**config.mk**
```make
export PLATFORM = sky130hd
export DESIGN_NAME = double_ended_queue_with_search_unit_flat
export DESIGN_NICKNAME = d
export VERILOG_FILES = /design/src/design/dqs_pkg.sv /design/src/design/dqs_ifs.sv /design/src/design/dqs_ctrl.sv /design/src/design/dqs_dp.sv /design/src/design/double_ended_queue_with_search_unit.sv /design/src/flat_wrapper.sv
export VERILOG_INCLUDE_DIRS = /design/src /design/src/design
export SDC_FILE = /design/constraint.sdc
export NUM_CORES = 1
export LEC_CHECK = 0
export BUFFER_PORTS_ARGS = -buffer_cell sky130_fd_sc_hd__buf_2
export CAP_MARGIN = 20
export CORE_MARGIN = 8
export CORE_UTILIZATION = 50
export CTS_BUF_LIST = sky130_fd_sc_hd__clkbuf_8 sky130_fd_sc_hd__clkbuf_16
export CTS_CLUSTER_DIAMETER = 30
export CTS_CLUSTER_SIZE = 8
export DETAILED_ROUTE_END_ITERATION = 10
export PLACE_DENSITY = 0.64
export SLEW_MARGIN = 20
export SYNTH_ARGS = -nofsm -noshare
export SYNTH_HDL_FRONTEND = slang
export SYNTH_SLANG_ARGS = --single-unit
```
**constraint.sdc**
```tcl
create_clock -name clk -period 12.8 [get_ports clk]
set_input_delay 1.92 -clock clk [delete_from_list [all_inputs] [get_ports clk]]
set_output_delay 1.92 -clock clk [all_outputs]
set_load 0.03 [all_outputs]
```
**src/design/double_ended_queue_with_search_unit_macros.svh**
```systemverilog
// assertion macros for the deque with search unit
// used by the top level only, no other dependencies
`ifndef DOUBLE_ENDED_QUEUE_WITH_SEARCH_UNIT_MACROS_SVH
`define DOUBLE_ENDED_QUEUE_WITH_SEARCH_UNIT_MACROS_SVH

// same-cycle implication, checked outside reset
`define DQS_ASSERT_IMPLY(name, clk, rst, ante, cons) \
  name: assert property (@(posedge clk) disable iff (rst) (ante) |-> (cons)) \
    else $error("dqs same-cycle check failed");

// next-cycle implication, checked outside reset
`define DQS_ASSERT_NEXT(name, clk, rst, ante, cons) \
  name: assert property (@(posedge clk) disable iff (rst) (ante) |=> (cons)) \
    else $error("dqs next-cycle check failed");

`endif

```
**src/design/dqs_pkg.sv**
```systemverilog
// shared types and constants for the deque with search unit
// no dependencies
`timescale 1ns / 1ps

package dqs_pkg;

  localparam int OP_W     = 3;
  localparam int TICKET_W = 32;
  localparam int STATUS_W = 2;
  localparam int POS_W    = 5;

  typedef enum logic [OP_W-1:0] {
    OP_PUSH_FRONT = 3'd0,
    OP_PUSH_REAR  = 3'd1,
    OP_POP_FRONT  = 3'd2,
    OP_POP_REAR   = 3'd3,
    OP_LIST_FWD   = 3'd4,
    OP_LIST_BACK  = 3'd5,
    OP_SEARCH     = 3'd6
  } op_t;

  typedef enum logic [STATUS_W-1:0] {
    ST_OK        = 2'd0,
    ST_EMPTY     = 2'd1,
    ST_NOT_FOUND = 2'd2,
    ST_FULL      = 2'd3
  } status_t;

  typedef enum logic [1:0] {
    S_IDLE,
    S_FETCH,
    S_CHECK,
    S_EMIT
  } state_t;

  typedef enum logic [1:0] {
    SRC_CODE,
    SRC_POP,
    SRC_WALK
  } res_src_t;

  typedef struct packed {
    logic     capture;
    logic     push_front;
    logic     push_rear;
    logic     rd_en;
    logic     pop_commit;
    logic     step;
    logic     load;
    res_src_t src;
    status_t  code;
    logic     final_flag;
  } dqs_cmd_t;

  typedef struct packed {
    logic is_empty;
    logic is_full;
    logic hit;
    logic walk_end;
    logic last;
    op_t  op;
  } dqs_stat_t;

  typedef struct packed {
    status_t                    status;
    logic signed [TICKET_W-1:0] value;
    logic [POS_W-1:0]           position;
    logic                       last;
  } dqs_result_t;

endpackage

```
**src/design/dqs_ifs.sv**
```systemverilog
// request and response channel interfaces for the deque with search unit
// depends on dqs_pkg
`timescale 1ns / 1ps

interface dqs_in_if import dqs_pkg::*; ();
  logic                       valid;
  logic                       ready;
  logic [OP_W-1:0]            operation;
  logic signed [TICKET_W-1:0] ticket;

  modport source (output valid, output operation, output ticket, input ready);
  modport sink (input valid, input operation, input ticket, output ready);
endinterface

interface dqs_out_if import dqs_pkg::*; ();
  logic                       valid;
  logic                       ready;
  logic [STATUS_W-1:0]        status;
  logic signed [TICKET_W-1:0] value;
  logic [POS_W-1:0]           position;
  logic                       last;

  modport source (output valid, output status, output value, output position, output last,
                  input ready);
  modport sink (input valid, input status, input value, input position, input last,
                output ready);
endinterface

```
**src/design/dqs_ctrl.sv**
```systemverilog
// controller state machine for the deque with search unit
// depends on dqs_pkg; drives dqs_dp through command and status structs
`timescale 1ns / 1ps

module dqs_ctrl import dqs_pkg::*; (
  input  logic            clk,
  input  logic            rst,
  input  logic            in_valid,
  input  logic [OP_W-1:0] in_op,
  output logic            in_ready,
  output logic            out_valid,
  input  logic            out_ready,
  output dqs_cmd_t        cmd,
  input  dqs_stat_t       st
);

  state_t state;
  state_t state_next;

  always_ff @(posedge clk) begin
    if (rst) begin
      state <= S_IDLE;
    end else begin
      state <= state_next;
    end
  end

  always_comb begin
    state_next     = state;
    in_ready       = 1'b0;
    out_valid      = 1'b0;
    cmd.capture    = 1'b0;
    cmd.push_front = 1'b0;
    cmd.push_rear  = 1'b0;
    cmd.rd_en      = 1'b0;
    cmd.pop_commit = 1'b0;
    cmd.step       = 1'b0;
    cmd.load       = 1'b0;
    cmd.src        = SRC_CODE;
    cmd.code       = ST_OK;
    cmd.final_flag = 1'b1;
    unique case (state)
      S_IDLE: begin
        in_ready = 1'b1;
        if (in_valid) begin
          unique case (in_op)
            OP_PUSH_FRONT, OP_PUSH_REAR: begin
              cmd.load   = 1'b1;
              state_next = S_EMIT;
              if (st.is_full) begin
                cmd.code = ST_FULL;
              end else begin
                cmd.push_front = (in_op == OP_PUSH_FRONT);
                cmd.push_rear  = (in_op == OP_PUSH_REAR);
              end
            end
            OP_POP_FRONT, OP_POP_REAR, OP_LIST_FWD, OP_LIST_BACK, OP_SEARCH: begin
              if (st.is_empty) begin
                cmd.load   = 1'b1;
                cmd.code   = ST_EMPTY;
                state_next = S_EMIT;
              end else begin
                cmd.capture = 1'b1;
                state_next  = S_FETCH;
              end
            end
            default: begin
              state_next = S_IDLE;
            end
          endcase
        end
      end
      S_FETCH: begin
        cmd.rd_en  = 1'b1;
        state_next = S_CHECK;
      end
      S_CHECK: begin
        unique case (st.op)
          OP_POP_FRONT, OP_POP_REAR: begin
            cmd.pop_commit = 1'b1;
            cmd.load       = 1'b1;
            cmd.src        = SRC_POP;
            state_next     = S_EMIT;
          end
          OP_LIST_FWD, OP_LIST_BACK: begin
            cmd.load       = 1'b1;
            cmd.src        = SRC_WALK;
            cmd.final_flag = st.walk_end;
            state_next     = S_EMIT;
          end
          OP_SEARCH: begin
            if (st.hit) begin
              cmd.load   = 1'b1;
              cmd.src    = SRC_WALK;
              state_next = S_EMIT;
            end else if (st.walk_end) begin
              cmd.load   = 1'b1;
              cmd.code   = ST_NOT_FOUND;
              state_next = S_EMIT;
            end else begin
              cmd.step   = 1'b1;
              state_next = S_FETCH;
            end
          end
          default: begin
            state_next = S_IDLE;
          end
        endcase
      end
      S_EMIT: begin
        out_valid = 1'b1;
        if (out_ready) begin
          if (st.last) begin
            state_next = S_IDLE;
          end else begin
            cmd.step   = 1'b1;
            state_next = S_FETCH;
          end
        end
      end
      default: begin
        state_next = S_IDLE;
      end
    endcase
  end

endmodule

```
**src/design/dqs_dp.sv**
```systemverilog
// datapath for the deque with search unit: ring store, pointers, walk index, result register
// depends on dqs_pkg; controlled by dqs_ctrl
`timescale 1ns / 1ps

module dqs_dp import dqs_pkg::*; #(
  parameter int DEPTH = 16
) (
  input  logic                       clk,
  input  logic                       rst,
  input  dqs_cmd_t                   cmd,
  input  logic [OP_W-1:0]            in_op,
  input  logic signed [TICKET_W-1:0] in_ticket,
  output dqs_stat_t                  st,
  output dqs_result_t                res
);

  localparam int IW = $clog2(DEPTH);
  localparam int CW = $clog2(DEPTH + 1);
  localparam int PW = (CW > POS_W) ? CW : POS_W;
  localparam logic [IW:0] DEPTH_W = (IW + 1)'(DEPTH);
  localparam logic [IW-1:0] LAST_IDX = IW'(DEPTH - 1);

  logic signed [TICKET_W-1:0] mem [DEPTH];

  logic [IW-1:0]              front;
  logic [CW-1:0]              count;
  op_t                        op_q;
  logic signed [TICKET_W-1:0] ticket_q;
  logic [IW-1:0]              idx;
  logic signed [TICKET_W-1:0] rd_data;

  logic [CW-1:0]  cnt_m1;
  logic           rev;
  logic [CW-1:0]  off_wide;
  logic [IW-1:0]  off;
  logic [PW-1:0]  pos_wide;
  logic [IW-1:0]  front_dec;
  logic [IW-1:0]  wr_addr;
  logic [IW-1:0]  rd_addr;
  logic           wr_en;

  function automatic logic [IW-1:0] ring_add(input logic [IW-1:0] base,
                                             input logic [IW-1:0] ofs);
    logic [IW:0] sum;
    sum = {1'b0, base} + {1'b0, ofs};
    if (sum >= DEPTH_W) begin
      sum = sum - DEPTH_W;
    end
    return sum[IW-1:0];
  endfunction

  assign cnt_m1    = count - CW'(1);
  assign rev       = (op_q == OP_POP_REAR) || (op_q == OP_LIST_BACK);
  assign off_wide  = rev ? (cnt_m1 - CW'(idx)) : CW'(idx);
  assign off       = off_wide[IW-1:0];
  assign pos_wide  = PW'(off) + PW'(1);
  assign front_dec = (front == '0) ? LAST_IDX : (front - IW'(1));
  assign wr_addr   = cmd.push_front ? front_dec : ring_add(front, count[IW-1:0]);
  assign rd_addr   = ring_add(front, off);
  assign wr_en     = cmd.push_front || cmd.push_rear;

  // ring store with registered read
  always_ff @(posedge clk) begin
    if (wr_en) begin
      mem[wr_addr] <= in_ticket;
    end
    if (cmd.rd_en) begin
      rd_data <= mem[rd_addr];
    end
  end

  always_ff @(posedge clk) begin
    if (rst) begin
      front <= '0;
      count <= '0;
    end else begin
      if (cmd.push_front) begin
        front <= front_dec;
      end
      if (wr_en) begin
        count <= count + CW'(1);
      end
      if (cmd.pop_commit) begin
        count <= cnt_m1;
        if (op_q == OP_POP_FRONT) begin
          front <= ring_add(front, IW'(1));
        end
      end
    end
  end

  always_ff @(posedge clk) begin
    if (cmd.capture) begin
      op_q     <= op_t'(in_op);
      ticket_q <= in_ticket;
      idx      <= '0;
    end else if (cmd.step) begin
      idx <= idx + IW'(1);
    end
  end

  always_ff @(posedge clk) begin
    if (cmd.load) begin
      unique case (cmd.src)
        SRC_POP: begin
          res.status   <= ST_OK;
          res.value    <= rd_data;
          res.position <= '0;
          res.last     <= 1'b1;
        end
        SRC_WALK: begin
          res.status   <= ST_OK;
          res.value    <= rd_data;
          res.position <= pos_wide[POS_W-1:0];
          res.last     <= cmd.final_flag;
        end
        default: begin
          res.status   <= cmd.code;
          res.value    <= '0;
          res.position <= '0;
          res.last     <= 1'b1;
        end
      endcase
    end
  end

  assign st.is_empty = (count == '0);
  assign st.is_full  = (count == CW'(DEPTH));
  assign st.hit      = (rd_data == ticket_q);
  assign st.walk_end = (CW'(idx) == cnt_m1);
  assign st.last     = res.last;
  assign st.op       = op_q;

endmodule

```
**src/design/double_ended_queue_with_search_unit.sv**
```systemverilog
// top level of the deque with search unit: controller, datapath and checks
// depends on dqs_pkg, dqs_ifs, dqs_ctrl, dqs_dp and the assertion macro header
`timescale 1ns / 1ps
`include "double_ended_queue_with_search_unit_macros.svh"

// Bounded double-ended queue of signed 32-bit tickets held in a ring of DEPTH entries.
// req carries one operation per transaction: push front or rear, pop front or rear,
// list forward or backward, or search for a ticket. rsp returns results; last marks
// the final result of a request. Lists give one result per entry, everything else one.
// One request is handled at a time; req.ready is high only while the unit is idle.
// Push, full or empty reports: result valid in the cycle after the request transaction.
// Pop: the request passes through fetch and check, and the result is valid in emit.
// List: fetch, check and emit per entry: the store read, then the result register.
// Search: fetch and check for each entry examined, at most DEPTH, then emit.
// An undefined operation code is taken and dropped with no result.
// When rsp.ready is low the result register holds and the walk waits; no result is lost.
// Reset empties the queue at once; the store itself is not cleared and needs no pass.
module double_ended_queue_with_search_unit import dqs_pkg::*; #(
  parameter int DEPTH = 16
) (
  input logic       clk,
  input logic       rst,
  dqs_in_if.sink    req,
  dqs_out_if.source rsp
);

  dqs_cmd_t    cmd;
  dqs_stat_t   st;
  dqs_result_t res;
  logic        req_accept;

  dqs_ctrl u_ctrl (
    .clk       (clk),
    .rst       (rst),
    .in_valid  (req.valid),
    .in_op     (req.operation),
    .in_ready  (req.ready),
    .out_valid (rsp.valid),
    .out_ready (rsp.ready),
    .cmd       (cmd),
    .st        (st)
  );

  dqs_dp #(
    .DEPTH (DEPTH)
  ) u_dp (
    .clk       (clk),
    .rst       (rst),
    .cmd       (cmd),
    .in_op     (req.operation),
    .in_ticket (req.ticket),
    .st        (st),
    .res       (res)
  );

  assign rsp.status   = res.status;
  assign rsp.value    = res.value;
  assign rsp.position = res.position;
  assign rsp.last     = res.last;

  assign req_accept = req.valid && req.ready;

  // no new request while a result is pending
  `DQS_ASSERT_IMPLY(a_no_overlap, clk, rst, req_accept, !rsp.valid)
  // error reports are always the only result of a request
  `DQS_ASSERT_IMPLY(a_err_last, clk, rst, rsp.valid && (rsp.status != ST_OK), rsp.last)
  // a push that fits leaves the queue non-empty
  `DQS_ASSERT_NEXT(a_push_fills, clk, rst,
    req_accept && !st.is_full &&
    ((req.operation == OP_PUSH_FRONT) || (req.operation == OP_PUSH_REAR)), !st.is_empty)

endmodule

```
**src/flat_wrapper.sv**
```systemverilog
// flat-port wrapper written by rule: the top's interface ports become plain ports
module double_ended_queue_with_search_unit_flat import dqs_pkg::*;
#(
  parameter int DEPTH = 16
)
  (clk, rst, req_valid, req_operation, req_ticket, req_ready, rsp_valid, rsp_status, rsp_value, rsp_position, rsp_last, rsp_ready);
  dqs_in_if req_i ();
  dqs_out_if rsp_i ();
  input logic clk;
  input logic rst;
  input wire logic [$bits(req_i.valid)-1:0] req_valid;
  input wire logic [$bits(req_i.operation)-1:0] req_operation;
  input wire logic [$bits(req_i.ticket)-1:0] req_ticket;
  output wire logic [$bits(req_i.ready)-1:0] req_ready;
  output wire logic [$bits(rsp_i.valid)-1:0] rsp_valid;
  output wire logic [$bits(rsp_i.status)-1:0] rsp_status;
  output wire logic [$bits(rsp_i.value)-1:0] rsp_value;
  output wire logic [$bits(rsp_i.position)-1:0] rsp_position;
  output wire logic [$bits(rsp_i.last)-1:0] rsp_last;
  input wire logic [$bits(rsp_i.ready)-1:0] rsp_ready;
  assign req_i.valid = req_valid;
  assign req_i.operation = req_operation;
  assign req_i.ticket = req_ticket;
  assign req_ready = req_i.ready;
  assign rsp_valid = rsp_i.valid;
  assign rsp_status = rsp_i.status;
  assign rsp_value = rsp_i.value;
  assign rsp_position = rsp_i.position;
  assign rsp_last = rsp_i.last;
  assign rsp_i.ready = rsp_ready;
  double_ended_queue_with_search_unit #(.DEPTH(DEPTH)) u_core (.clk(clk), .rst(rst), .req(req_i), .rsp(rsp_i));
endmodule
```
## Yosys cells after proc, flatten, opt, wreduce, memory -nomap -nowiden

Memories as Yosys holds them, arrays and structs flattened. A register that Yosys moved wholly into a read port is not among the register bits.
Cells that the tools add are included.
W data, S select, Z words.

- Eq/ne operators: 21
- Muxes and demuxes: 59
- Magnitude comparators: 3
- Reduce and logical (&&, ||, !) cells: 13
- Multipliers: 0
- Divide/modulo/power cells: 0
- Shifts and indexed selects: 0
- Bitwise gates (word level): 0
- Add/sub/neg operators: 12

Operators with widths:

| kind | count |
|---|---|
| $pmux W40 S2 | 1 |
| $mux W4 | 9 |
| $eq A32 B32 Y1 | 1 |
| $mux W2 | 14 |
| $mux W1 | 22 |
| $eq A3 B3 Y1 const B | 6 |
| $pmux W2 S2 | 4 |
| $sub A4 B1 Y4 const B | 4 |
| $ge A5 B5 Y1 const B | 3 |
| $eq A3 B2 Y1 const B | 4 |
| $add A4 B1 Y5 const B | 2 |
| $add A4 B4 Y5 | 2 |
| $mux W5 | 2 |
| $pmux W3 S3 | 1 |
| $pmux W2 S4 | 1 |
| $eq A2 B2 Y1 const B | 3 |
| $mux W3 | 2 |
| $pmux W1 S2 | 3 |
| $reduce_or A2 Y1 | 3 |
| $add A5 B1 Y5 const B | 1 |
| $eq A4 B5 Y1 | 1 |
| $eq A5 B5 Y1 const B | 1 |
| $logic_not A5 Y1 | 1 |
| $reduce_or A5 Y1 | 1 |
| other kinds (13) | 16 |

- Logic and storage cells: 119
- Memories: 1
- Memory bits (writable): 512
- Output and inout port bits: 42
- Bits in read-only memories: 0
- Bits in latches: 0
- Bits in registers: 90
- Bits of input ports: 39

Memories:

| memory | words | bits a word | read ports | clocked after memory_dff | wr ports | line | source |
|---|---|---|---|---|---|---|---|
| u_core.u_dp.mem | 16 | 32 | 1 | 1 | 1 | dqs_dp.sv:23 | `logic signed [TICKET_W-1:0] mem [DEPTH];` |

## Longest topological paths before layout

- Word-level depth: 8
- Depth in mapped cells: 12
- Depth with buffers taken out: 11

## Hierarchy

Synthesis repeated with hierarchy kept, for this count alone.

- Cells, all modules: 1218
- Area, all modules: 25092.8 um2

By module, submodules not included:

| module | cells an instance | times used | area each (um2) | seq. area each (um2) |
|---|---|---|---|---|
| dqs_dp | 1171 | 1 | 24763.8 | 18848.1 |
| dqs_ctrl | 47 | 1 | 329.1 | 40.0 |

## Least setup slack after synthesis

No wires, ideal clock.

- Path type: input -> register
- Start: input port req_operation[0]
- End: register, netlist name u_core.u_dp.res[0]
- Cell stages on the path: 4
- Data required time: 12.307 ns
- Buffers on the path: 1
- Arrival: 5.230 ns
- Library setup time: 0.493 ns
- Setup slack: 7.077 ns
- Path through: clkbuf_1 nand3_1 nand3_1 o21ai_0

RTL lines:

| what | line | source |
|---|---|---|
| start, declared | flat_wrapper.sv:12 | `input wire logic [$bits(req_i.operation)-1:0] req_operation;` |

## Final worst setup path

- Start: register u_core.u_dp.count[0]
- End: register u_core.u_dp.rd_data[23], read port of u_core.u_dp.mem (data pin)

- Word-level cells in the longest chain between the ends: 6
- Elaborated cells on any way between the ends: 7
- Those cells by class: add/sub: 4; order compare: 1; mux: 2

RTL lines:

| what | line | source |
|---|---|---|
| start, declared | dqs_dp.sv:26 | `logic [CW-1:0] count;` |
| start signal, assigned | dqs_dp.sv:81 | `count <= count + CW'(1);` |
| start signal, assigned | dqs_dp.sv:84 | `count <= cnt_m1;` |
| $sub A5 B1 Y5 (*) | dqs_dp.sv:52 | `assign cnt_m1 = count - CW'(1);` |
| $sub A4 B4 Y4 (*) | dqs_dp.sv:54 | `assign off_wide = rev ? (cnt_m1 - CW'(idx)) : CW'(idx);` |
| $mux W4 (*) | dqs_dp.sv:54 |  |
| $add A4 B4 Y5 (*) | dqs_dp.sv:45 | `sum = {1'b0, base} + {1'b0, ofs};` |
| $sub A4 B1 Y4 / $ge A5 B5 Y1 (equally long branches) | dqs_dp.sv:47, dqs_dp.sv:46 |  |
| $mux W4 (*) | dqs_dp.sv:46 | `if (sum >= DEPTH_W) begin` |
| end, declared | dqs_dp.sv:30 | `logic signed [TICKET_W-1:0] rd_data;` |

Every way passes the cells marked *; elsewhere a longest branch is shown, timed or not.
A chain may end at the register's enable or synchronous reset.

==> impl_metrics.json <==
{
  "hold_path_class": "register to register",
  "holdBufCountCts": 0,
  "grt_start_max_net_pins": 67,
  "synth-seq-cells": 634,
  "placementRows": 82,
  "whs_ns": 0.472,
  "slew_viol_final": 0,
  "cts.path.max_buffers": 3,
  "critPathKind": "register to register",
  "dp_cells": 1929,
  "final-hold-violation-count": 0,
  "mostFrequentLayoutCell": "edfxtp_1",
  "track_usage_pct": 19.7,
  "synth_cell_types": 55,
  "hold_depth": 1,
  "power.share.combinational_pct": 22.1,
  "leakage_nw": 10.3,
  "post_dp_cell_area_um2": 26400,
  "clkTransAtPathRegs_ns": 0.05,
  "cts_tree": "built",
  "post_cts_buffers": 0,
  "ant_nets": 0,
  "netlist_area_um2": 25000,
  "nets": 1433,
  "io_pins": 81,
  "wl_met2_mm": 27.9,
  "min_from": "u_core.u_dp.idx[2]",
  "grt_pass1_vias": 12700,
  "p_clk_share_pct": 41.6,
  "final_cells": 2127,
  "r2r_end": "u_core.u_dp.rd_data[23]",
  "rsz0062_at_grt": "false",
  "power.density_nw_per_um2": 224,
  "drtIter0Drc": 1020,
  "pwr-share-seq_pct": 36.3,
  "port_buffers": 80,
  "antenna_cells": 0,
  "yosysWarnings": 0,
  "syn_nets": 1256,
  "antenna_found_initial": 2,
  "power.internal_mw": 4.97,
  "clk_latency_ns": 0.64,
  "area_delta_synth_final_pct": 19.8,
  "core-area_um2": 49800,
  "setup_tns_ns": 0,
  "hold_end": "u_core.u_dp.idx[2]",
  "rr_startpoint": "u_core.u_dp.count[0]",
  "finalCriticalPeriod_ns": 5.38,
  "drive_above_1_share_pct": 29.0,
  "final_area_um2": 30000,
  "slew-limit-headroom_pct": 26.5,
  "grt_overflow_total": 0,
  "fmax_mhz": 186,
  "syn_area_per_cell_um2": 20.9,
  "dpl.hpwl_mm": 28.0,
  "drc": 0,
  "syn_inst": 1197,
  "p_sw_share_pct": 25.9,
  "drv_cap": 0,
  "numCtsBuffers": 115,
  "ir_drop_mv": 0.0993,
  "startpoint_type": "register",
  "cts_resized": 0,
  "cp-end-kind": "register",
  "async_flop_share_pct": 0,
  "status": "complete, no violations",
  "die_h_um": 240,
  "drt_wl_total_mm": 55.6,
  "p_sw_mw": 1.74,
  "start_util_pct": 50.3,
  "die-area_um2": 57500,
  "total_power_mw": 6.71,
  "cp_max_fo": 66,
  "vias": 12100,
  "arrival_ns": 5.73,
  "htreeDepth": 3,
  "route.met3.wl_mm": 3.81,
  "critPathRequiredTime_ns": 13.15,
  "numClockSinks": 634,
  "grt_pass1_wl_mm": 82.3,
  "routed_via_density": 5.70,
  "ys_seq_area_share_pct": 75.4,
  "setup_viol": 0,
  "fin_crit_sh_pct": 42.1,
  "place_congestion": 0.780,
  "layout_common_cells": "edfxtp_1, mux4_2, clkbuf_16",
  "clockRootBuffer": "clkbuf_16",
  "m1WireLength_mm": 22.8,
  "synth-edff-count": 619,
  "drt_first_pass_iters": 5,
  "die_width_um": 240,
  "r2r_setup_slack_ns": 7.42,
  "clock_skew_ns": 0.0221,
  "worstMarginPinSlew_ns": 1.10,
  "wl_per_cell_um": 26.1,
  "r2r_cells": 10,
  "ys.flop_type": "edfxtp_1",
  "top_layer": "met5"
}
-- critical path: stages (launching register included) --
cell	delay (ns)
dfxtp_1	0.45
inv_1	0.13
ha_1	0.38
fa_1	0.44
o21ai_0	0.32
inv_1	0.14
fa_4	1.49
buf_4	0.91
mux4_2	0.42
mux2i_1	0.22
mux2i_1	0.11
-- logic make-up after synthesis --
| family | count (synthesis) | share of synthesized area [%] |
|---|---|---|
| adders and majority gates | 20 | 1.09 |
| AOI/OAI and AO/OA | 43 | 1.22 |
| muxes | 234 | 15.8 |
| and+or+nand+nor | 147 | 3.18 |
| xor gates and xnor gates | 52 | 1.95 |
| DFF | 634 | 75.4 |
| buffers and inverters | 67 | 1.34 |
-- metrics by stage --
| stage | utilization, % | worst slack [ns] |
|---|---|---|
| final | 60.3 | 7.42 |
| after detailed placement | 53.0 | 7.42 |
| after floorplan | - | 7.08 |
| after CTS | 60.3 | 7.39 |
| after global placement | 53.0 | 7.46 |
| after global routing | 60.3 | 7.12 |
-- how the worst max path moves through the flow --
stage                          from                       to  slack, ns  depth (start not counted)
3_5_place_dp   u_core.u_dp.count[0]   u_core.u_dp.rd_data[0]       7.42                         10
3_3_place_gp   u_core.u_dp.count[0]  u_core.u_dp.rd_data[17]       7.46                         10
5_1_grt        u_core.u_dp.count[1]  u_core.u_dp.rd_data[24]       7.12                         10
4_1_cts        u_core.u_dp.count[0]  u_core.u_dp.rd_data[23]       7.39                         10
2_1_floorplan      req_operation[0]       u_core.u_dp.res[0]       7.08                          4
6_report       u_core.u_dp.count[0]  u_core.u_dp.rd_data[23]       7.42                         10
-- Yosys cell counts, drive strengths merged (2+ instances only) --
cell type / n / area, µm²
xnor2: 41 / 385
o21a: 2 / 15.0
nand2b: 10 / 62.6
ha: 17 / 213
mux2: 2 / 22.5
o22ai: 2 / 12.5
nor3b: 3 / 22.5
nor2b: 5 / 31.3
dfxtp: 15 / 300
or3: 2 / 12.5
mux2i: 104 / 1040
nor3: 9 / 56.3
nand3: 7 / 35.0
nand4: 8 / 50.1
fa: 3 / 60.1
o31ai: 3 / 22.5
and3b: 3 / 26.3
a311oi: 2 / 17.5
and3: 2 / 12.5
nor4: 3 / 25.0
xor2: 11 / 104
clkbuf: 27 / 101
nor2: 36 / 135
nand2: 21 / 78.8
a21o: 2 / 15.0
edfxtp: 619 / 18600
a211oi: 4 / 30.0
and2: 34 / 213
a22oi: 4 / 30.0
o21ai: 8 / 40.0
inv: 19 / 71.3
mux4: 128 / 2880
buf: 21 / 163
a21oi: 6 / 30.0
-- per-layer routing --
layer  track usage [%]  up-vias
met5                 0        -
met4              6.42        4
met3              4.74       84
met2              32.9      402
met1              25.4     6361
li1                  -     5263
-- layout make-up --
type,count,area [µm²]
multi-input combinational,496,5980
tap,672,841
timing repair buffer,108,611
clock buffer,116,2900
fill,3470,19800
sequential,634,18900
inverter,19,71.3
clock inverter,82,702
-- registers in the layout, indices dropped and copies added, names as in the netlist --
signal	cells
u_core.u_dp.op_q	3
u_core.u_ctrl.state	2
u_core.u_dp.res	40
u_core.u_dp.count	5
u_core.u_dp.front	4
u_core.u_dp.idx	4
u_core.u_dp.mem	512
u_core.u_dp.rd_data	32
u_core.u_dp.ticket_q	32
-- power groups by stage --
stage | sequential [mW] | clock, mW | combinational, mW
finish | 2.44 | 2.79 | 1.48
global route | 2.44 | 2.92 | 1.60
CTS | 2.44 | 2.83 | 1.51
detailed placement | 2.47 | 0 | 1.50
global placement | 2.47 | 0 | 1.48
floorplan | 2.50 | 0 | 1.13
(Power assumes the default switching activity.)
